<file path="config.mk">
export PLATFORM = sky130hd
export DESIGN_NAME = tcgr_render
export DESIGN_NICKNAME = d
export VERILOG_FILES = /design/src/sv/tcgr_pkg.sv /design/src/sv/tcgr_pix_addr.sv /design/src/sv/tcgr_render.sv
export SDC_FILE = /design/constraint.sdc
export NUM_CORES = 1
export LEC_CHECK = 0
export BUFFER_PORTS_ARGS = -buffer_cell sky130_fd_sc_hd__buf_2
export CORE_MARGIN = 3
export CORE_UTILIZATION = 49
export CTS_CLUSTER_SIZE = 16
export DETAILED_ROUTE_END_ITERATION = 10
export GPL_ROUTABILITY_DRIVEN = 0
export HOLD_SLACK_MARGIN = 0.05
export PLACE_DENSITY = 0.9
export SETUP_SLACK_MARGIN = 0.4
export SLEW_MARGIN = 0
export SYNTH_ARGS = -nofsm -noshare
export SYNTH_HDL_FRONTEND = slang
export SYNTH_SLANG_ARGS = --single-unit
</file>
<file path="constraint.sdc">
create_clock -name i_clk -period 8.4 [get_ports i_clk]
set_input_delay 0.42 -clock i_clk [delete_from_list [all_inputs] [get_ports i_clk]]
set_output_delay 0.42 -clock i_clk [all_outputs]
set_load 0.02 [all_outputs]
</file>
<file path="src/sv/tcgr_pkg.sv">
`timescale 1ns / 1ps
`default_nettype none

package tcgr_pkg;

    // Console geometry
    localparam int PANEL_GATES   = 528;
    localparam int PANEL_SOURCES = 792;
    localparam int PIXEL_SCALE   = 2;
    localparam int TEXT_COLUMNS  = 32;
    localparam int TEXT_LINES    = 24;
    localparam int GLYPH_COUNT   = 95;

    localparam int GLYPH_WIDTH   = 8;
    localparam int GLYPH_HEIGHT  = 16;
    localparam int MARGIN_GATE   = 8;
    localparam int MARGIN_SOURCE = 12;
    localparam int FIRST_CODE    = 32;
    localparam int LAST_CODE     = FIRST_CODE + GLYPH_COUNT - 1;
    localparam int FALLBACK_CODE = 63;   // '?'
    localparam int CELL_W        = GLYPH_WIDTH * PIXEL_SCALE;
    localparam int CELL_H        = GLYPH_HEIGHT * PIXEL_SCALE;

    // '?' may itself lie outside the glyph set; then the cell stays blank
    localparam bit FALLBACK_OK = (FALLBACK_CODE >= FIRST_CODE) && (FALLBACK_CODE <= LAST_CODE);

    // Field widths
    localparam int CMD_W   = 3;
    localparam int CODE_W  = 8;
    localparam int GIDX_W  = 7;
    localparam int GROW_W  = 4;
    localparam int BITS_W  = 8;
    localparam int GATE_W  = 10;
    localparam int BIDX_W  = 7;
    localparam int PIX_W   = 8;

    localparam int PIX_IDX_W   = $clog2(PIX_W);
    localparam int SY_W        = BIDX_W + PIX_IDX_W;
    localparam int LINE_CNT_W  = $clog2(TEXT_LINES + 1);
    localparam int SLOT_W      = (TEXT_LINES > 1) ? $clog2(TEXT_LINES) : 1;
    localparam int COL_W       = (TEXT_COLUMNS > 1) ? $clog2(TEXT_COLUMNS) : 1;
    localparam int LEN_W       = $clog2(TEXT_COLUMNS + 1);
    localparam int TEXT_DEPTH  = TEXT_LINES * TEXT_COLUMNS;
    localparam int TADDR_W     = (TEXT_DEPTH > 1) ? $clog2(TEXT_DEPTH) : 1;
    localparam int GLYPH_IDX_W = (GLYPH_COUNT > 1) ? $clog2(GLYPH_COUNT) : 1;
    localparam int FROW_W      = $clog2(GLYPH_HEIGHT);
    localparam int FONT_DEPTH  = GLYPH_COUNT * GLYPH_HEIGHT;
    localparam int FADDR_W     = $clog2(FONT_DEPTH);
    localparam int STEP_W      = PIX_IDX_W + 1;

    typedef enum logic [CMD_W-1:0] {
        CMD_LOAD_FONT = 3'd0,
        CMD_PUT_CHAR  = 3'd1,
        CMD_END_LINE  = 3'd2,
        CMD_READ      = 3'd3,
        CMD_CLEAR     = 3'd4
    } t_cmd;

    typedef logic [TEXT_LINES-1:0][LEN_W-1:0] t_len_arr;

    // Snapshot of the held lines that the renderer looks at
    typedef struct packed {
        logic [SLOT_W-1:0]     oldest;
        logic [LINE_CNT_W-1:0] held;
        t_len_arr              lengths;
    } t_console;

    // Per-pixel lookup request out of the address unit
    typedef struct packed {
        logic              hit;
        logic [FROW_W-1:0] row;
        logic [TADDR_W-1:0] text_addr;
    } t_pix_req;

endpackage

`default_nettype wire

</file>
<file path="src/sv/tcgr_pix_addr.sv">
`timescale 1ns / 1ps
`default_nettype none

// Maps one source pixel of the current gate row to a text cell and font row.
module tcgr_pix_addr (
    input  wire logic                          i_col_ok,
    input  wire logic [tcgr_pkg::COL_W-1:0]    i_col,
    input  wire logic [tcgr_pkg::SY_W-1:0]     i_sy,
    input  wire tcgr_pkg::t_console            i_con,
    output tcgr_pkg::t_pix_req                 o_req
);

    always_comb begin
        logic [tcgr_pkg::SY_W-1:0]   dy;
        logic [tcgr_pkg::SY_W-1:0]   line;
        logic [tcgr_pkg::SLOT_W:0]   sum;
        logic [tcgr_pkg::SLOT_W-1:0] slot;
        logic                        in_rng;
        logic                        line_ok;
        logic                        len_ok;

        in_rng  = i_col_ok && (32'(i_sy) < tcgr_pkg::PANEL_SOURCES)
                  && (32'(i_sy) >= tcgr_pkg::MARGIN_SOURCE);
        dy      = i_sy - tcgr_pkg::SY_W'(tcgr_pkg::MARGIN_SOURCE);
        line    = tcgr_pkg::SY_W'(dy / tcgr_pkg::CELL_H);
        line_ok = line < tcgr_pkg::SY_W'(i_con.held);

        // line < held <= TEXT_LINES, so one conditional subtract wraps the slot
        sum  = (tcgr_pkg::SLOT_W+1)'(i_con.oldest)
               + (tcgr_pkg::SLOT_W+1)'(line[tcgr_pkg::SLOT_W-1:0]);
        if (sum >= (tcgr_pkg::SLOT_W+1)'(tcgr_pkg::TEXT_LINES)) begin
            slot = tcgr_pkg::SLOT_W'(sum - (tcgr_pkg::SLOT_W+1)'(tcgr_pkg::TEXT_LINES));
        end else begin
            slot = sum[tcgr_pkg::SLOT_W-1:0];
        end

        len_ok = line_ok && (tcgr_pkg::LEN_W'(i_col) < i_con.lengths[slot]);

        o_req.hit       = in_rng && line_ok && len_ok;
        o_req.row       = tcgr_pkg::FROW_W'((dy % tcgr_pkg::CELL_H) / tcgr_pkg::PIXEL_SCALE);
        o_req.text_addr = tcgr_pkg::TADDR_W'(slot) * tcgr_pkg::TADDR_W'(tcgr_pkg::TEXT_COLUMNS)
                          + tcgr_pkg::TADDR_W'(i_col);
    end

endmodule

`default_nettype wire

</file>
<file path="src/sv/tcgr_render.sv">
`timescale 1ns / 1ps
`default_nettype none

// Walks the eight pixels of one byte through a three-step lookup:
// address unit -> text memory -> font memory, one pixel entering per cycle.
module tcgr_render (
    input  wire logic                           i_clk,
    input  wire logic                           i_rst_n,
    input  wire logic                           i_start,
    input  wire logic [tcgr_pkg::GATE_W-1:0]    i_gate_row,
    input  wire logic [tcgr_pkg::BIDX_W-1:0]    i_byte_index,
    input  wire tcgr_pkg::t_console             i_con,
    input  wire logic [tcgr_pkg::CODE_W-1:0]    i_text_rdata,
    input  wire logic [tcgr_pkg::BITS_W-1:0]    i_font_rdata,
    output logic      [tcgr_pkg::TADDR_W-1:0]   o_text_raddr,
    output logic      [tcgr_pkg::FADDR_W-1:0]   o_font_raddr,
    output logic                                o_busy,
    output logic                                o_valid,
    output logic      [tcgr_pkg::PIX_W-1:0]     o_pixel_byte
);

    logic                              r_run;
    logic [tcgr_pkg::STEP_W-1:0]       r_step;
    logic                              r_col_ok;
    logic [tcgr_pkg::COL_W-1:0]        r_col;
    logic [tcgr_pkg::BITS_W-1:0]       r_mask;
    logic [tcgr_pkg::SY_W-1:0]         r_sy_base;
    logic                              r_b_vld;
    logic                              r_b_hit;
    logic [tcgr_pkg::FROW_W-1:0]       r_b_row;
    logic [tcgr_pkg::PIX_IDX_W-1:0]    r_b_idx;
    logic                              r_c_vld;
    logic                              r_c_hit;
    logic [tcgr_pkg::PIX_IDX_W-1:0]    r_c_idx;
    logic [tcgr_pkg::PIX_W-1:0]        r_value;
    logic [tcgr_pkg::PIX_W-1:0]        n_value;

    logic                              w_col_ok;
    logic [tcgr_pkg::COL_W-1:0]        w_col;
    logic [tcgr_pkg::BITS_W-1:0]       w_mask;
    logic                              w_a_vld;
    logic [tcgr_pkg::SY_W-1:0]         w_sy;
    tcgr_pkg::t_pix_req                w_req;
    logic                              w_b_hit;
    logic                              w_c_last;

    // Column and font bit are fixed by the gate row for the whole byte
    always_comb begin
        logic [tcgr_pkg::GATE_W-1:0] dx;
        logic [tcgr_pkg::GATE_W-1:0] col_full;
        logic                        gate_ok;

        gate_ok  = (32'(i_gate_row) >= tcgr_pkg::MARGIN_GATE)
                   && (32'(i_gate_row) < tcgr_pkg::PANEL_GATES);
        dx       = i_gate_row - tcgr_pkg::GATE_W'(tcgr_pkg::MARGIN_GATE);
        col_full = tcgr_pkg::GATE_W'(dx / tcgr_pkg::CELL_W);
        w_col_ok = gate_ok && (32'(col_full) < tcgr_pkg::TEXT_COLUMNS);
        w_col    = col_full[tcgr_pkg::COL_W-1:0];
        w_mask   = tcgr_pkg::BITS_W'(8'h80 >> ((dx % tcgr_pkg::CELL_W) / tcgr_pkg::PIXEL_SCALE));
    end

    assign w_a_vld = r_run && !r_step[tcgr_pkg::STEP_W-1];
    assign w_sy    = r_sy_base + tcgr_pkg::SY_W'(r_step[tcgr_pkg::PIX_IDX_W-1:0]);

    tcgr_pix_addr u_addr (
        .i_col_ok (r_col_ok),
        .i_col    (r_col),
        .i_sy     (w_sy),
        .i_con    (i_con),
        .o_req    (w_req)
    );

    assign o_text_raddr = w_req.text_addr;

    // Code from text memory -> glyph, with '?' for codes outside the set
    always_comb begin
        logic [tcgr_pkg::GLYPH_IDX_W-1:0] glyph;
        logic                             code_ok;

        if (i_text_rdata inside {[tcgr_pkg::FIRST_CODE:tcgr_pkg::LAST_CODE]}) begin
            glyph   = tcgr_pkg::GLYPH_IDX_W'(i_text_rdata - tcgr_pkg::CODE_W'(tcgr_pkg::FIRST_CODE));
            code_ok = 1'b1;
        end else begin
            glyph   = tcgr_pkg::GLYPH_IDX_W'(tcgr_pkg::FALLBACK_CODE - tcgr_pkg::FIRST_CODE);
            code_ok = tcgr_pkg::FALLBACK_OK;
        end
        w_b_hit      = r_b_hit && code_ok;
        o_font_raddr = tcgr_pkg::FADDR_W'({glyph, r_b_row});
    end

    always_comb begin
        n_value = r_value;
        if (r_c_vld && r_c_hit && ((i_font_rdata & r_mask) != '0)) begin
            n_value = r_value & ~(tcgr_pkg::PIX_W'(8'h80) >> r_c_idx);
        end
    end

    assign w_c_last = r_c_vld && (r_c_idx == tcgr_pkg::PIX_IDX_W'(tcgr_pkg::PIX_W - 1));
    assign o_busy   = r_run;

    always_ff @(posedge i_clk) begin
        if (!i_rst_n) begin
            r_run   <= 1'b0;
            r_step  <= '0;
            r_b_vld <= 1'b0;
            r_c_vld <= 1'b0;
            o_valid <= 1'b0;
        end else begin
            o_valid <= 1'b0;
            r_b_vld <= w_a_vld;
            r_c_vld <= r_b_vld;
            if (i_start) begin
                r_run     <= 1'b1;
                r_step    <= '0;
                r_col_ok  <= w_col_ok;
                r_col     <= w_col;
                r_mask    <= w_mask;
                r_sy_base <= {i_byte_index, {tcgr_pkg::PIX_IDX_W{1'b0}}};
                r_value   <= '1;
            end else if (r_run) begin
                if (w_a_vld) begin
                    r_step <= r_step + 1'b1;
                end
                r_value <= n_value;
                if (w_c_last) begin
                    r_run        <= 1'b0;
                    o_valid      <= 1'b1;
                    o_pixel_byte <= n_value;
                end
            end
            r_b_hit <= w_req.hit;
            r_b_row <= w_req.row;
            r_b_idx <= r_step[tcgr_pkg::PIX_IDX_W-1:0];
            r_c_hit <= w_b_hit;
            r_c_idx <= r_b_idx;
        end
    end

endmodule

`default_nettype wire

</file>
# [Yosys cells after proc, flatten, opt, wreduce, memory -nomap -nowiden]
# Cells that the tools add are included.
[totals] register_bits=57 in_bits=190
[op_classes] eq_ne=1 bitwise=6 muxes=10 magnitude_cmp=11 addsub=8 reduce_logical=21 n_shift=2
[op_table] cell="6-bit binary-select mux with 5-bit select" n=1
[op_table] cell="10-bit by 4-bit greater-or-equal comparator with 1-bit output (second input constant)" n=2
[op_table] cell="10-bit less-than comparator (second input constant)" n=2
[op_table] cell="10-bit by 4-bit subtractor with 10-bit output (second input constant)" n=2
[op_table] cell="8-bit bitwise AND" n=2
[op_table] cell="8-bit two-way mux" n=2
[op_table] cell="8-bit by 3-bit right shift with 8-bit output (first input constant)" n=2
[op_table] cell="1-bit logical AND" n=12
[op_table] cell="10-bit by 3-bit adder with 10-bit output" n=1
[op_table] cell="10-bit by 5-bit adder with 10-bit output" n=1
[op_table] cell="8-bit by 6-bit greater-or-equal comparator with 1-bit output (second input constant)" n=1
[op_table] cell="8-bit by 7-bit <= comparator with 1-bit output (second input constant)" n=1
[op_table] cell="8-bit inverter" n=1
[op_table] cell="8-bit nonzero test" n=1
[op_table] cell="7-bit two-way mux" n=1
[op_table] cell="7-bit by 6-bit subtractor with 7-bit output (second input constant)" n=1
[op_table] cell="5-bit by 5-bit adder with 6-bit output" n=1
[op_table] cell="6-bit by 5-bit greater-or-equal comparator with 1-bit output (second input constant)" n=1
[op_table] cell="5-bit by 6-bit less-than comparator with 1-bit output" n=1
[op_table] cell="5-bit by 6-bit less-than comparator with 1-bit output (second input constant)" n=1
[op_table] cell="6-bit less-than comparator (second input constant)" n=1
[op_table] cell="6-bit two-way mux" n=1
[op_table] cell="2-bit AND reduction" n=3
[op_table] cell="5-bit less-than comparator" n=1
[op_table] cell="11 further kinds" n=16

# [Depth between registers and ports, before layout]
# Gate-level depths: netlist of the first run.
[logic_depth] depth_word=10 mapped_depth=20 mapped_depth_nobuf=18

# [Modules after synthesis]
# Synthesis of the first run repeated with hierarchy kept, for this count alone.
[hier_totals] cells_unflattened=358 hier_area_um2=4287.9
[by_module_without_submodules] mod="tcgr_render" area_per_inst_um2=2372.3 n_inst=1 cells_per_inst=180 seq_area_each_um2=1631.6
[by_module_without_submodules] mod="tcgr_pix_addr" area_per_inst_um2=1915.6 n_inst=1 cells_per_inst=178 seq_area_each_um2=0.0

# [Worst setup path before layout of the first run]
# OpenSTA, ideal clock, no wires.
[synth_path] path_kind="flip-flop to flip-flop" start="register r_sy_base[3] (netlist name)" end="register r_b_hit (data pin)" slack_ps=3820 arrival_time_ps=4428 path_buffers=2 path_stages_with_launch=17 setup_time_ps=152 path_cell_list="edfxtp_1 ha_1 nor3_1 xor2_1 inv_1 fa_1 clkbuf_1 clkbuf_1 mux4_2 mux4_2 a22oi_1 ha_1 a21o_1 a21oi_1 nand3_1 a211o_1 a31oi_1"
[synth_rtl] element="start: declaration" line="tcgr_render.sv:27" text="logic [tcgr_pkg::SY_W-1:0] r_sy_base;"
[synth_rtl] element="start signal: assignment" line="tcgr_render.sv:118" text="r_sy_base <= {i_byte_index, {tcgr_pkg::PIX_IDX_W{1'b0}}};"
[synth_rtl] element="end signal: assignment" line="tcgr_render.sv:131" text="r_b_hit <= w_req.hit;"
[synth_rtl] element="end: declaration" line="tcgr_render.sv:29" text="logic r_b_hit;"

==> results.md, run 1 <==
- Result of the run: finished clean
- Final setup skew: 4.20 ps
- Total via count in the routed design: 3787
- Mapped Cells: 342
- Register area share after synthesis: 38.6%
- Seq cells post-synth: 56
- Number of cells on the critical path: 17
- Clock slew at reported path FFs: 100 ps
- Cell depth of the worst flop-to-flop path: 17
- Maximum number of pins on one net before global-route repair: 38
- DRT antenna net count: 0
- Commonest cells after routing, fill and taps aside: buf_2 (220), edfxtp_1 (48), mux4_2 (39), nand2_1 (27), inv_1 (21)
- CTS HTree Levels: 2
- Antenna violations before repair: 5
- DPL Wire Length: 11100 um
- Destination of the worst register-to-register timing path: r_b_hit$_DFFE_PP_
- Endpoint kind of the worst setup timing path: flop
- Area added between synthesis and finish: 28.9%
- Core footprint: 7970 sq um
- Sink Count: 56
- Number of placement rows: 32
- Number of buffers inserted during clock tree synthesis: 5
- Wire length of the first global-routing pass: 20100 um
- Critical path start-end classification: flop to flop
- Total wirelength of the detailed-routed design: 12800 um
- TritonCTS clock tree: built
- Fmax achieved: 202 MHz
- Final hold violations: 0
- Via-to-Cell Ratio: 5.84
- Post-CTS Hold Fix Bufs: 0
- Clk root buf: clkbuf_8
- Total global-route track usage: 26.7%
- I/O Buffers: 220
- Fin Setup TNS: 0 ps
- Max-Cap Viols: 0
- WP buf/inv: 1
- Critical path launch point: r_sy_base[3]$_DFFE_PP_
- Post-synth design cell area: 4150 sq um
- Crit path max fanout: 11
- Area of the die: 9600 sq um
- Beginning of the worst register-to-register path: r_sy_base[3]$_DFFE_PP_
- Routed length per placed instance: 19.7 um
- Source-to-sink clock delay at the later pin of the worst-skew pair: 300 ps
- Worst-case register-to-register setup slack: 3440 ps
- Mean instance size in the synthesized netlist: 12.1 sq um
- Hold crit path type: input pin to flop
- Async set or reset register ratio after synthesis: 0%
- Adder-cell share of the synthesized area: 6.22%
- Final Instance Count excl. Fillers: 648
- Pwr/cell area: 165 nW/um^2
- Instance count after placement with tap cells included: 637
- Least-Margin Pin Slew: 976 ps
- Arrival time of data at the critical path endpoint: 5110 ps
- Crit path time final: 4960 ps
- Worst Hold Depth: 1
- DRT iter0 DRCs: 277
- Warning count from the yosys run: 0
- Commonest non-fill, non-tap cell in the layout: buf_2
- CP delay by family, top: simple AND/OR/NAND/NOR gates
- Simple-gate share of the synthesized area: 13.1%
- Leak: 2.34 nW
- Worst voltage drop across the vdd grid: 0.0781 mV
- Ports placed on the boundary: 221
- Number of instances resized during post-cts repair: 0
- Setup repair bufs after CTS: 0
- Number of DRC violations after detailed routing: 0
- CP required: 8550 ps
- Setup repair after global routing missed its margin: no
- Count of endpoints failing setup in the final report: 0
- Unique masters post-synth: 57
- Cell seen most often among critical-path stages: ha_1
- Initial standard-cell utilization of the core: 52.0%
- Global route total overflow: 0
- Combinational family with the most area after synthesis: multiplexers
- Die Height: 98.0 um
- Number of enable-type register cells in the synthesized netlist: 48
- Startpoint kind of the worst setup timing path: flop
- Delay of the slowest cell on the worst path: 540 ps
- Compound-cell area share of the yosys netlist: 9.84%
- Chip width: 98.0 um
- Drt first pass iters: 5
- Portion of netlist area occupied by mux cells: 23.4%
- Part of the cycle the worst path needs: 59.0%
- Placed instance area: 5230 sq um
- Clock Tree Buf Depth: 2
- Remaining max-slew budget at the tightest pin: 34.9%
- Nets in the synthesized netlist: 552
- Cell chain of the critical path: ha_1, nor3_1, xor2_1, inv_1, fa_1, nor2b_1, nor3b_1, o211ai_1, nand3_2, mux4_2, a22oi_1, ha_1, a21o_1, a21oi_1, nand3_1, a211o_1, a31oi_1
- Number of global-route vias before repair: 4043
- Slowest stage cell, crit path: mux4_2
- Max-slew violations: 0
- Finished Cell Area: 5350 sq um
- Critical Path Sink: r_b_hit$_DFFE_PP_
- Area share of xor/xnor cells in the synthesized design: 2.75%
- Net count of the finished layout: 752
- Ratio of cells with drive above 1 in the final layout: 52.1%
- Most used DFF post-synth: edfxtp_1
==> report_power, final <==
| part | total (mW) | switching [mW] | internal, mW |
|---|---|---|---|
| registers | 0.324 | 0.00800 | 0.316 |
| clock network | 0.174 | 0.0837 | 0.0901 |
| logic | 0.384 | 0.188 | 0.196 |
==> routing by layer <==
layer  global-route usage, %  vias to the layer above  share of wire (%)
met5                       0                        -               0.20
met4                    12.5                        4                4.4
met3                    5.64                       50                8.4
met2                    47.1                      215                 52
met1                    30.9                     1790                 35
li1                        -                     1728                  -
==> cell type report <==
class,count,area (sq um)
antenna,3,7.51
fill,604,2620
timing repair buffer,223,1120
sequential,56,1600
inverter,21,78.8
tap,102,128
clock inverter,2,38.8
clock buffer,6,72.6
multi-input combinational,235,2290
==> worst min path at each step <==
stage	start	end	slack [ps]
2_1_floorplan	r_b_hit$_DFFE_PP_	r_c_hit$_DFFE_PP_	400
3_3_place_gp	r_b_idx[0]$_DFFE_PP_	r_c_idx[0]$_DFFE_PP_	400
3_5_place_dp	r_b_hit$_DFFE_PP_	r_c_hit$_DFFE_PP_	410
4_1_cts	i_byte_index[5]	r_sy_base[8]$_DFFE_PP_	280
5_1_grt	i_byte_index[6]	r_sy_base[9]$_DFFE_PP_	280
6_report	i_byte_index[5]	r_sy_base[8]$_DFFE_PP_	290
==> synth_stat cells, drive strengths merged (3+ instances only) <==
cell type  instances  area (sq um)
xor2               8          70.1
clkbuf             9          33.8
nand2             27           101
buf               21           139
o21ai              4          20.0
nor3               7          35.0
o21a               7          52.6
ha                19           238
a31oi              3          18.8
a2111oi            3          26.3
nand2b            11          68.8
or2                8          50.1
dfxtp              8           160
a211oi             4          30.0
and3               3          18.8
nor2              14          52.6
a21oi              7          35.0
a22oi              8          60.1
mux4              40           905
nor3b              4          30.0
edfxtp            48          1440
xnor2              5          43.8
inv               21          78.8
and2               4          25.0
a21o               3          22.5
mux2i              4          40.0
nand3              3          20.0
o31a               3          26.3
or3                3          18.8
nor4               3          18.8
==> sequential cells by signal (all words and copies together), names as in the netlist <==
register      cells
o_valid           1
r_b_row           4
r_sy_base         7
r_value           8
r_b_vld           1
r_mask            8
o_busy            1
r_step            4
r_col_ok          1
r_c_hit           1
r_c_vld           1
r_col             5
r_b_idx           2
r_c_idx           3
r_b_hit           1
o_pixel_byte      8
==> metrics by stage <==
stage / setup WS, ps / utilization, % / power (mW) / hold WS [ps]
final: 3440 / 67.1 / 0.882 / 290
after global routing: 3010 / 67.1 / 0.934 / 279
after CTS: 3480 / 67.0 / 0.886 / 279
after detailed placement: 3530 / 65.6 / 0.713 / 405
after global placement: 3780 / 65.6 / 0.695 / 405
after floorplan: 3820 / - / 0.616 / 400
==> cells by family (layout without fill, tap and decap cells) <==
kind of cell    count (synthesis)  in the layout
mux                            46             46
buf+inv                        51            252
xor+xnor                       13             13
fa+ha+maj                      20             20
flops                          56             56
other cells                     0              3
simple gates                  100            100
compound gates                 56             56
(Power assumes the default switching activity.)
==> run 2: changes to the inputs <==
--- a/config.mk
+++ b/config.mk
@@ -7,12 +7,12 @@
 export LEC_CHECK = 0
 export BUFFER_PORTS_ARGS = -buffer_cell sky130_fd_sc_hd__buf_2
 export CORE_MARGIN = 3
-export CORE_UTILIZATION = 49
+export CORE_UTILIZATION = 46
 export CTS_CLUSTER_SIZE = 16
 export DETAILED_ROUTE_END_ITERATION = 10
 export GPL_ROUTABILITY_DRIVEN = 0
 export HOLD_SLACK_MARGIN = 0.05
-export PLACE_DENSITY = 0.9
+export PLACE_DENSITY = 0.86
 export SETUP_SLACK_MARGIN = 0.4
 export SLEW_MARGIN = 0
 export SYNTH_ARGS = -nofsm -noshare
==> constraint.sdc (replaced) <==
create_clock -name i_clk -period 4.6 [get_ports i_clk]
set_input_delay 0.23 -clock i_clk [delete_from_list [all_inputs] [get_ports i_clk]]
set_output_delay 0.23 -clock i_clk [all_outputs]
set_load 0.02 [all_outputs]
==> run 2 against run 1 <==
  * Design area up 6.6%
  * First-iteration DRC count down 49%
  * Setup slack worse by 3100 ps
  * Combinational power up 120%
  * Global-route usage down 2.7 points
  * Largest cell class unchanged
  * Highest routed layer is now met4
==> results.md, run 2 (same netlist as run 1, synthesis figures left out) <==
- Seq. cell area: 1600 sq um (unchanged)
- Clk root buf: clkbuf_8 (unchanged)
- Overall Power: 1.75 mW (was 0.882 mW)
- Hold crit path type: input pin to flop (unchanged)
- I/O Buffers: 220 (unchanged)
- Placement-stage worst setup slack: 65.6 ps (was 3530 ps)
- Number of global-route vias before repair: 3869 (was 4043)
- Remaining max-slew budget at the tightest pin: 34.0% (was 34.9%)
- Setup WS post-layout: 306 ps (was 3440 ps)
- CTS HTree Levels: 2 (unchanged)
- Fmax achieved: 233 MHz (was 202 MHz)
- Clock Tree Buf Depth: 2 (unchanged)
- Total global-route track usage: 24.0% (was 26.7%)
- Via-to-Cell Ratio: 5.72 (was 5.84)
- TritonCTS clock tree: built (unchanged)
- Result of the run: finished clean (unchanged)
- Beginning of the worst register-to-register path: r_sy_base[3]$_DFFE_PP_ (unchanged)
- Worst-case register-to-register setup slack: 310 ps (was 3440 ps)
- CP required: 4750 ps (was 8550 ps)
- Delay of the slowest cell on the worst path: 480 ps (was 540 ps)
- Cell depth of the worst flop-to-flop path: 16 (was 17)
- Chip width: 101 um (was 98.0 um)
- Die Height: 101 um (was 98.0 um)
- Slowest stage cell, crit path: edfxtp_1 (was mux4_2)
- Maximum number of pins on one net before global-route repair: 23 (was 38)
- Cell chain of the critical path: ha_4, nor3_4, xor2_2, ha_1, a21o_1, a21o_1, o211ai_1, nand3_2, mux4_2, a22oi_2, ha_1, a21o_1, a21oi_2, nand3_1, a211o_1, a31oi_1 (was ha_1, nor3_1, xor2_1, inv_1, fa_1, nor2b_1, nor3b_1, o211ai_1, nand3_2, mux4_2, a22oi_1, ha_1, a21o_1, a21oi_1, nand3_1, a211o_1, a31oi_1)
- Number of buffers inserted during clock tree synthesis: 5 (unchanged)
- Arrival time of data at the critical path endpoint: 4440 ps (was 5110 ps)
- Net count of the finished layout: 779 (was 752)
- Drt first pass iters: 5 (unchanged)
- Antenna violations before repair: 0 (was 5)
- Total wirelength of the detailed-routed design: 12500 um (was 12800 um)
- Setup repair after global routing missed its margin: yes (was no)
- Sink Count: 56 (unchanged)
- Number of DRC violations after detailed routing: 0 (unchanged)
- Area added between synthesis and finish: 37.5% (was 28.9%)
- Cell seen most often among critical-path stages: a21o_1 (was ha_1)
- Commonest cells after routing, fill and taps aside: buf_2 (220), edfxtp_1 (48), mux4_2 (39), nand2_1 (27), buf_4 (26) (was buf_2 (220), edfxtp_1 (48), mux4_2 (39), nand2_1 (27), inv_1 (21))
- Least-Margin Pin Slew: 990 ps (was 976 ps)
- Max-Cap Viols: 0 (unchanged)
- Final hold violations: 0 (unchanged)
- # diodes: 0 (was 3)
- DPL Wire Length: 10300 um (was 11100 um)
- Ports placed on the boundary: 221 (unchanged)
- Final hold slack: 93.8 ps (was 290 ps)
- Global route total overflow: 0 (unchanged)
- Worst voltage drop across the vdd grid: 0.142 mV (was 0.0781 mV)
- Critical path start-end classification: flop to flop (unchanged)
- Startpoint kind of the worst setup timing path: flop (unchanged)
- End of the worst hold path: r_sy_base[8]$_DFFE_PP_ (unchanged)
- WP buf/inv: 0 (was 1)
- Endpoint kind of the worst setup timing path: flop (unchanged)
- Area of the die: 10200 sq um (was 9600 sq um)
- Ratio of cells with drive above 1 in the final layout: 57.2% (was 52.1%)
- Crit path time final: 4290 ps (was 4960 ps)
- Clock slew at reported path FFs: 100 ps (about the same)
- Beginning of the worst hold path: i_byte_index[5] (unchanged)
- Routed length per placed instance: 18.5 um (was 19.7 um)
- Area taken by multi-input logic gates: 2400 sq um (was 2290 sq um)
- Destination of the worst register-to-register timing path: r_b_hit$_DFFE_PP_ (unchanged)
- Leak: 2.50 nW (was 2.34 nW)
- DRT iter0 DRCs: 141 (was 277)
- Fin Setup TNS: 0 ps (unchanged)
- Max-slew violations: 0 (unchanged)
- Count of endpoints failing setup in the final report: 0 (unchanged)
- Worst Hold Depth: 1 (unchanged)
- Total via count in the routed design: 3877 (was 3787)
- Pwr/cell area: 308 nW/um^2 (was 165 nW/um^2)
- Biggest registers after layout: o_pixel_byte (8), r_mask (8), r_value (8) (unchanged)
- Crit path max fanout: 4 (was 11)
- DRT antenna net count: 0 (unchanged)
- Final setup skew: 11.6 ps (was 4.20 ps)
- Number of placement rows: 34 (was 32)
- Placed instance area: 5310 sq um (was 5230 sq um)
- Source-to-sink clock delay at the later pin of the worst-skew pair: 300 ps (about the same)
- Wire length of the first global-routing pass: 19200 um (was 20100 um)
- Commonest non-fill, non-tap cell in the layout: buf_2 (unchanged)
- Core footprint: 8720 sq um (was 7970 sq um)
- Part of the cycle the worst path needs: 93.3% (was 59.0%)
- CP delay by family, top: compound AO/OA/AOI/OAI gates (was simple AND/OR/NAND/NOR gates)
- Filler Cells Inserted: 664 (was 604)
- Finished Cell Area: 5700 sq um (was 5350 sq um)
- Initial standard-cell utilization of the core: 47.5% (was 52.0%)
[run 2: cell count changes in the layout (fill, tap and decap cells not counted), sizes merged]
| cell | previous run | this run |
|---|---|---|
| buf | 223 | 249 |
| diode | 3 | 0 |
| bufbuf | 0 | 1 |
| clkinv | 0 | 1 |
| inv | 22 | 21 |
[run 2: layout make-up]
type,count,area share [%]
well taps,108,2.37
clock buffers,6,1.27
flip-flops and latches,56,28.1
inverters,21,1.38
repair buffers,250,24.2
multi-input cells,235,42.0
clock inverters,2,0.615
[run 2: how the worst max path moves through the flow]
stage                   endpoint  cells past startpoint                    from  slack, ps
5_1_grt        r_b_hit$_DFFE_PP_                     16  r_sy_base[3]$_DFFE_PP_         80
6_report       r_b_hit$_DFFE_PP_                     16  r_sy_base[3]$_DFFE_PP_        310
3_3_place_gp   r_b_hit$_DFFE_PP_                     17  r_sy_base[3]$_DFFE_PP_        320
2_1_floorplan  r_b_hit$_DFFE_PP_                     18  r_sy_base[3]$_DFFE_PP_        440
3_5_place_dp   r_b_hit$_DFFE_PP_                     17  r_sy_base[3]$_DFFE_PP_         70
4_1_cts        r_b_hit$_DFFE_PP_                     16  r_sy_base[3]$_DFFE_PP_        420
[run 2: repair_timing]
action | 4_1_cts | 5_1_grt
pin swaps | 20 | 2
gates cloned | 1 | 0
setup buffers | 18 | 2
resized for setup | 19 | 1
endpoints found under the setup margin | 1 | 1
endpoints found under the hold margin | 0 | 0
hold buffers | 0 | 0
[run 2: per-stage QoR]
| stage | cells | utilization [%] |
|---|---|---|
| after floorplan | 342 | - |
| after global placement | 649 | 60.9 |
| after detailed placement | 649 | 60.9 |
| after CTS | 676 | 65.1 |
| after global routing | 678 | 65.4 |
| final | 678 | 65.4 |
[run 2: routing by layer]
layer | vias to the layer above | wire (um) | GRT usage [%] | share of wire [%]
met3 | 38 | 932 | 4.01 | 7.5
met4 | 0 | 468 | 8.59 | 3.7
met5 | - | 0 | 0 | 0
met1 | 1848 | 4350 | 27.8 | 35
met2 | 215 | 6760 | 44.3 | 54
li1 | 1776 | - | - | -
[run 2: worst reg2reg max path, stage by stage (launching register included)]
cell and delay (ps):
edfxtp_1 480, ha_4 220, nor3_4 240, xor2_2 240, ha_1 270, a21o_1 210
a21o_1 210, o211ai_1 310, nand3_2 190, mux4_2 470, a22oi_2 170, ha_1 260
a21o_1 190, a21oi_2 160, nand3_1 100, a211o_1 230, a31oi_1 180
[run 2: where the power goes]
group	internal [mW]	switching, mW	leakage, nW
Sequential	0.577	0.0163	0.499
Clock	0.162	0.148	0.0552
Combinational	0.464	0.386	1.95
Total	1.20	0.550	2.50
==> run 3: changes to the inputs <==
--- a/config.mk
+++ b/config.mk
@@ -5,14 +5,14 @@
 export SDC_FILE = /design/constraint.sdc
 export NUM_CORES = 1
 export LEC_CHECK = 0
+export ABC_AREA = 1
 export BUFFER_PORTS_ARGS = -buffer_cell sky130_fd_sc_hd__buf_2
 export CORE_MARGIN = 3
-export CORE_UTILIZATION = 46
+export CORE_UTILIZATION = 47
 export CTS_CLUSTER_SIZE = 16
 export DETAILED_ROUTE_END_ITERATION = 10
-export GPL_ROUTABILITY_DRIVEN = 0
 export HOLD_SLACK_MARGIN = 0.05
-export PLACE_DENSITY = 0.86
+export PLACE_DENSITY = 0.84
 export SETUP_SLACK_MARGIN = 0.4
 export SLEW_MARGIN = 0
 export SYNTH_ARGS = -nofsm -noshare
==> run 3 against run 2 <==
  * Register-to-register slack better by 430 ps
  * Area after synthesis up 8.8%
  * Total power shrank 4.3%
  * Via count rose by 25%
  * Sequential power is essentially flat
  * Largest power group unchanged
  * Hold slack better by 3.9 ps
  * Routed wire length rose by 4.4%
  * Synthesized cell count grew 83%
  * Fmax rose by 11%
  * Clock power hardly changed
==> results.md, run 3 <==
- Final hold slack: 97.7 ps (was 93.8 ps)
- Total wirelength of the detailed-routed design: 13100 um (was 12500 um)
- Maximum number of pins on one net before global-route repair: 73 (was 23)
- Area added between synthesis and finish: 25.3% (was 37.5%)
- Result of the run: finished clean (unchanged)
- Clock slew at reported path FFs: 90 ps (was 100 ps)
- Finished Cell Area: 5650 sq um (was 5700 sq um)
- DRT iter0 DRCs: 357 (was 141)
- Least-Margin Pin Slew: 1150 ps (was 990 ps)
- Number of DRC violations after detailed routing: 0 (unchanged)
- Startpoint kind of the worst setup timing path: flop (unchanged)
- Routed length on met3: 863 um (was 932 um)
- Sw power: 0.647 mW (was 0.550 mW)
- Initial standard-cell utilization of the core: 48.6% (was 47.5%)
- Clock Tree Buf Depth: 2 (unchanged)
- Crit path max fanout: 37 (was 4)
- # diodes: 0 (unchanged)
- Ranking of synthesized cells by instance count: nand2_1 (166), nand3_1 (58), inv_1 (57) (was edfxtp_1 (48), mux4_2 (39), nand2_1 (27))
- Warning count from the yosys run: 0 (unchanged)
- Commonest cells after routing, fill and taps aside: buf_2 (220), nand2_1 (166), nand3_1 (58), inv_1 (57), nor2_1 (55) (was buf_2 (220), edfxtp_1 (48), mux4_2 (39), nand2_1 (27), buf_4 (26))
- Placement-stage worst setup slack: 752 ps (was 65.6 ps)
- Routed length on met1: 5190 um (was 4350 um)
- Final hold violations: 0 (unchanged)
- Number of global-route vias before repair: 4427 (was 3869)
- Fmax achieved: 259 MHz (was 233 MHz)
- Die Height: 104 um (was 101 um)
- Async set or reset register ratio after synthesis: 0% (unchanged)
- Drt first pass iters: 5 (unchanged)
- Ratio of cells with drive above 1 in the final layout: 32.1% (was 57.2%)
- Unique masters post-synth: 43 (was 57)
- DPL Wire Length: 10500 um (was 10300 um)
- Core utilization of the finished layout: 60.8% (was 65.4%)
- Via-to-Cell Ratio: 5.10 (was 5.72)
- Area of the die: 10800 sq um (was 10200 sq um)
- Global route total overflow: 0 (unchanged)
- Post-CTS Hold Fix Bufs: 0 (unchanged)
- Number of buffers inserted during clock tree synthesis: 5 (unchanged)
- CP delay by family, top: adder cells (was compound AO/OA/AOI/OAI gates)
- Setup repair bufs after CTS: 0 (was 18)
- Most used DFF post-synth: edfxtp_1 (unchanged)
- Fin Setup TNS: 0 ps (unchanged)
- WP buf/inv: 2 (was 0)
- Cell internal power dissipation: 1.03 mW (was 1.20 mW)
- Cell chain of the critical path: ha_1, or2_2, nor2_1, xor2_1, fa_1, inv_2, o21ai_0, o22ai_1, nand2_1, a21oi_1, o31ai_1, ha_1, nand2_1, inv_1, nand3_1, a21oi_1, nor2_1 (was ha_4, nor3_4, xor2_2, ha_1, a21o_1, a21o_1, o211ai_1, nand3_2, mux4_2, a22oi_2, ha_1, a21o_1, a21oi_2, nand3_1, a211o_1, a31oi_1)
- Arrival time of data at the critical path endpoint: 3930 ps (was 4440 ps)
- Routed length per placed instance: 13.8 um (was 18.5 um)
- Register area share after synthesis: 35.5% (was 38.6%)
- Mapped Cells: 626 (was 342)
- Part of the cycle the worst path needs: 84.0% (was 93.3%)
- CP required: 4670 ps (was 4750 ps)
- Area share of the leading cell type in the synthesized netlist: 32.0% (was 34.8%)
- Max-slew violations: 0 (unchanged)
- Top cells by area, synth: edfxtp_1 (32%), nand2_1 (14%), nand3_1 (6.4%), ha_1 (5.3%), inv_1 (4.7%) (was edfxtp_1 (35%), mux4_2 (21%), ha_1 (5.7%), dfxtp_1 (3.9%), nand2_1 (2.4%))
- Core footprint: 9280 sq um (was 8720 sq um)
- Total via count in the routed design: 4839 (was 3877)
- Hold crit path type: input pin to flop (unchanged)
- Post-synth design cell area: 4510 sq um (was 4150 sq um)
- TritonCTS clock tree: built (unchanged)
- Final setup skew: 12.0 ps (was 11.6 ps)
- I/O Buffers: 220 (unchanged)
- Clock network fraction of total power: 18.5% (was 17.7%)
- Max-Cap Viols: 0 (unchanged)
- Ports placed on the boundary: 221 (unchanged)
- Nets in the synthesized netlist: 836 (was 552)
- Critical path start-end classification: flop to flop (unchanged)
- Chip width: 104 um (was 101 um)
- Wire length of the first global-routing pass: 21000 um (was 19200 um)
- Slowest stage cell, crit path: fa_1 (was edfxtp_1)
- Most repeated cell in the gate-level netlist after synthesis: nand2_1 (was edfxtp_1)
- Setup repair after global routing missed its margin: no (was yes)
- Proportion of power drawn by combinational gates: 46.1% (was 48.5%)
- Number of enable-type register cells in the synthesized netlist: 48 (unchanged)
- Count of endpoints failing setup in the final report: 0 (unchanged)
- CTS HTree Levels: 2 (unchanged)
- Source-to-sink clock delay at the later pin of the worst-skew pair: 310 ps (was 300 ps)
- Worst voltage drop across the vdd grid: 0.195 mV (was 0.142 mV)
- Top layer in use: met4 (unchanged)
- DRT antenna net count: 0 (unchanged)
- Sink Count: 56 (unchanged)
- Sequential share of power: 35.4% (was 33.9%)
- Total global-route track usage: 23.2% (was 24.0%)
- Placed instance area: 5540 sq um (was 5310 sq um)
- Crit path time final: 3860 ps (was 4290 ps)
- Overall Power: 1.68 mW (was 1.75 mW)
- Switch share: 38.5% (was 31.4%)
- Net count of the finished layout: 1028 (was 779)
- Commonest non-fill, non-tap cell in the layout: buf_2 (unchanged)
- Endpoint kind of the worst setup timing path: flop (unchanged)
- Number of instances resized during post-cts repair: 0 (was 19)
- Mean instance size in the synthesized netlist: 7.20 sq um (was 12.1 sq um)
- Antenna violations before repair: 0 (unchanged)
- Seq cells post-synth: 56 (unchanged)
- Setup WS post-layout: 736 ps (was 306 ps)
- Final Instance Count excl. Fillers: 948 (was 678)
- Number of placement rows: 35 (was 34)
- Placer's final routability congestion estimate: 0.919
- Worst-case register-to-register setup slack: 740 ps (was 310 ps)
- Delay of the slowest cell on the worst path: 480 ps (about the same)
- Biggest registers after layout: o_pixel_byte (8), r_mask (8), r_value (8) (unchanged)
- Clk root buf: clkbuf_8 (unchanged)
- Leak: 2.79 nW (was 2.50 nW)
- Remaining max-slew budget at the tightest pin: 22.6% (was 34.0%)
- Met2 wire len: 6760 um (about the same)
- Instance count after placement with tap cells included: 940 (was 649)
- Cell taking the most area after synthesis: edfxtp_1 (unchanged)
- Pwr/cell area: 297 nW/um^2 (was 308 nW/um^2)
==> run 3: cell types whose count changed in the layout (fill, tap and decap cells not counted), sizes merged, moves of 11 or more <==
cell | previous run | this run
a21oi | 7 | 28
inv | 21 | 66
nand3 | 3 | 62
nor2 | 14 | 56
o22ai | 2 | 19
buf | 249 | 223
mux4 | 40 | 0
nand2 | 27 | 178
o21ai | 4 | 44
nand2b | 11 | 0
nor3 | 7 | 22
==> run 3: final cells by class <==
| type | count | area, sq um |
|---|---|---|
| Sequential cell | 56 | 1600 |
| Fill cell | 902 | 3640 |
| Multi-Input combinational cell | 466 | 2400 |
| Timing Repair Buffer | 223 | 1120 |
| Clock inverter | 3 | 42.5 |
| Clock buffer | 5 | 68.8 |
| Inverter | 66 | 250 |
| Tap cell | 129 | 161 |
==> run 3: power by group through the flow <==
stage	registers [mW]	logic (mW)	clock network (mW)
2_1_floorplan	0.602	0.596	0
3_3_place_gp	0.605	0.762	0
3_5_place_dp	0.605	0.769	0
4_1_cts	0.594	0.774	0.318
5_1_grt	0.597	0.877	0.337
6_report	0.594	0.774	0.311
==> run 3: final timing paths <==
kind,endpoint,startpoint,cells after the start
min,r_sy_base[6]$_DFFE_PP_,i_byte_index[3],1
max reg2reg,r_b_hit$_DFFE_PP_,r_sy_base[3]$_DFFE_PP_,17
min reg2reg,r_c_idx[0]$_DFFE_PP_,r_b_idx[0]$_DFFE_PP_,0
max,r_b_hit$_DFFE_PP_,r_sy_base[3]$_DFFE_PP_,17
==> run 3: routing by layer <==
layer,vias up,global-route usage [%]
met3,20,3.72
met5,-,0
met2,190,42.2
met4,0,5.79
met1,2144,28.5
li1,2485,-
==> run 3: logic make-up after synthesis <==
| group | Yosys count | synth area share, % |
|---|---|---|
| XOR/XNOR | 7 | 1.36 |
| AND/OR/NAND/NOR | 330 | 32.2 |
| flip-flops | 56 | 35.5 |
| AO/OA/AOI/OAI | 109 | 13.9 |
| buffers and inverters | 104 | 11.3 |
| adder cells (fa/ha/maj) | 20 | 5.72 |
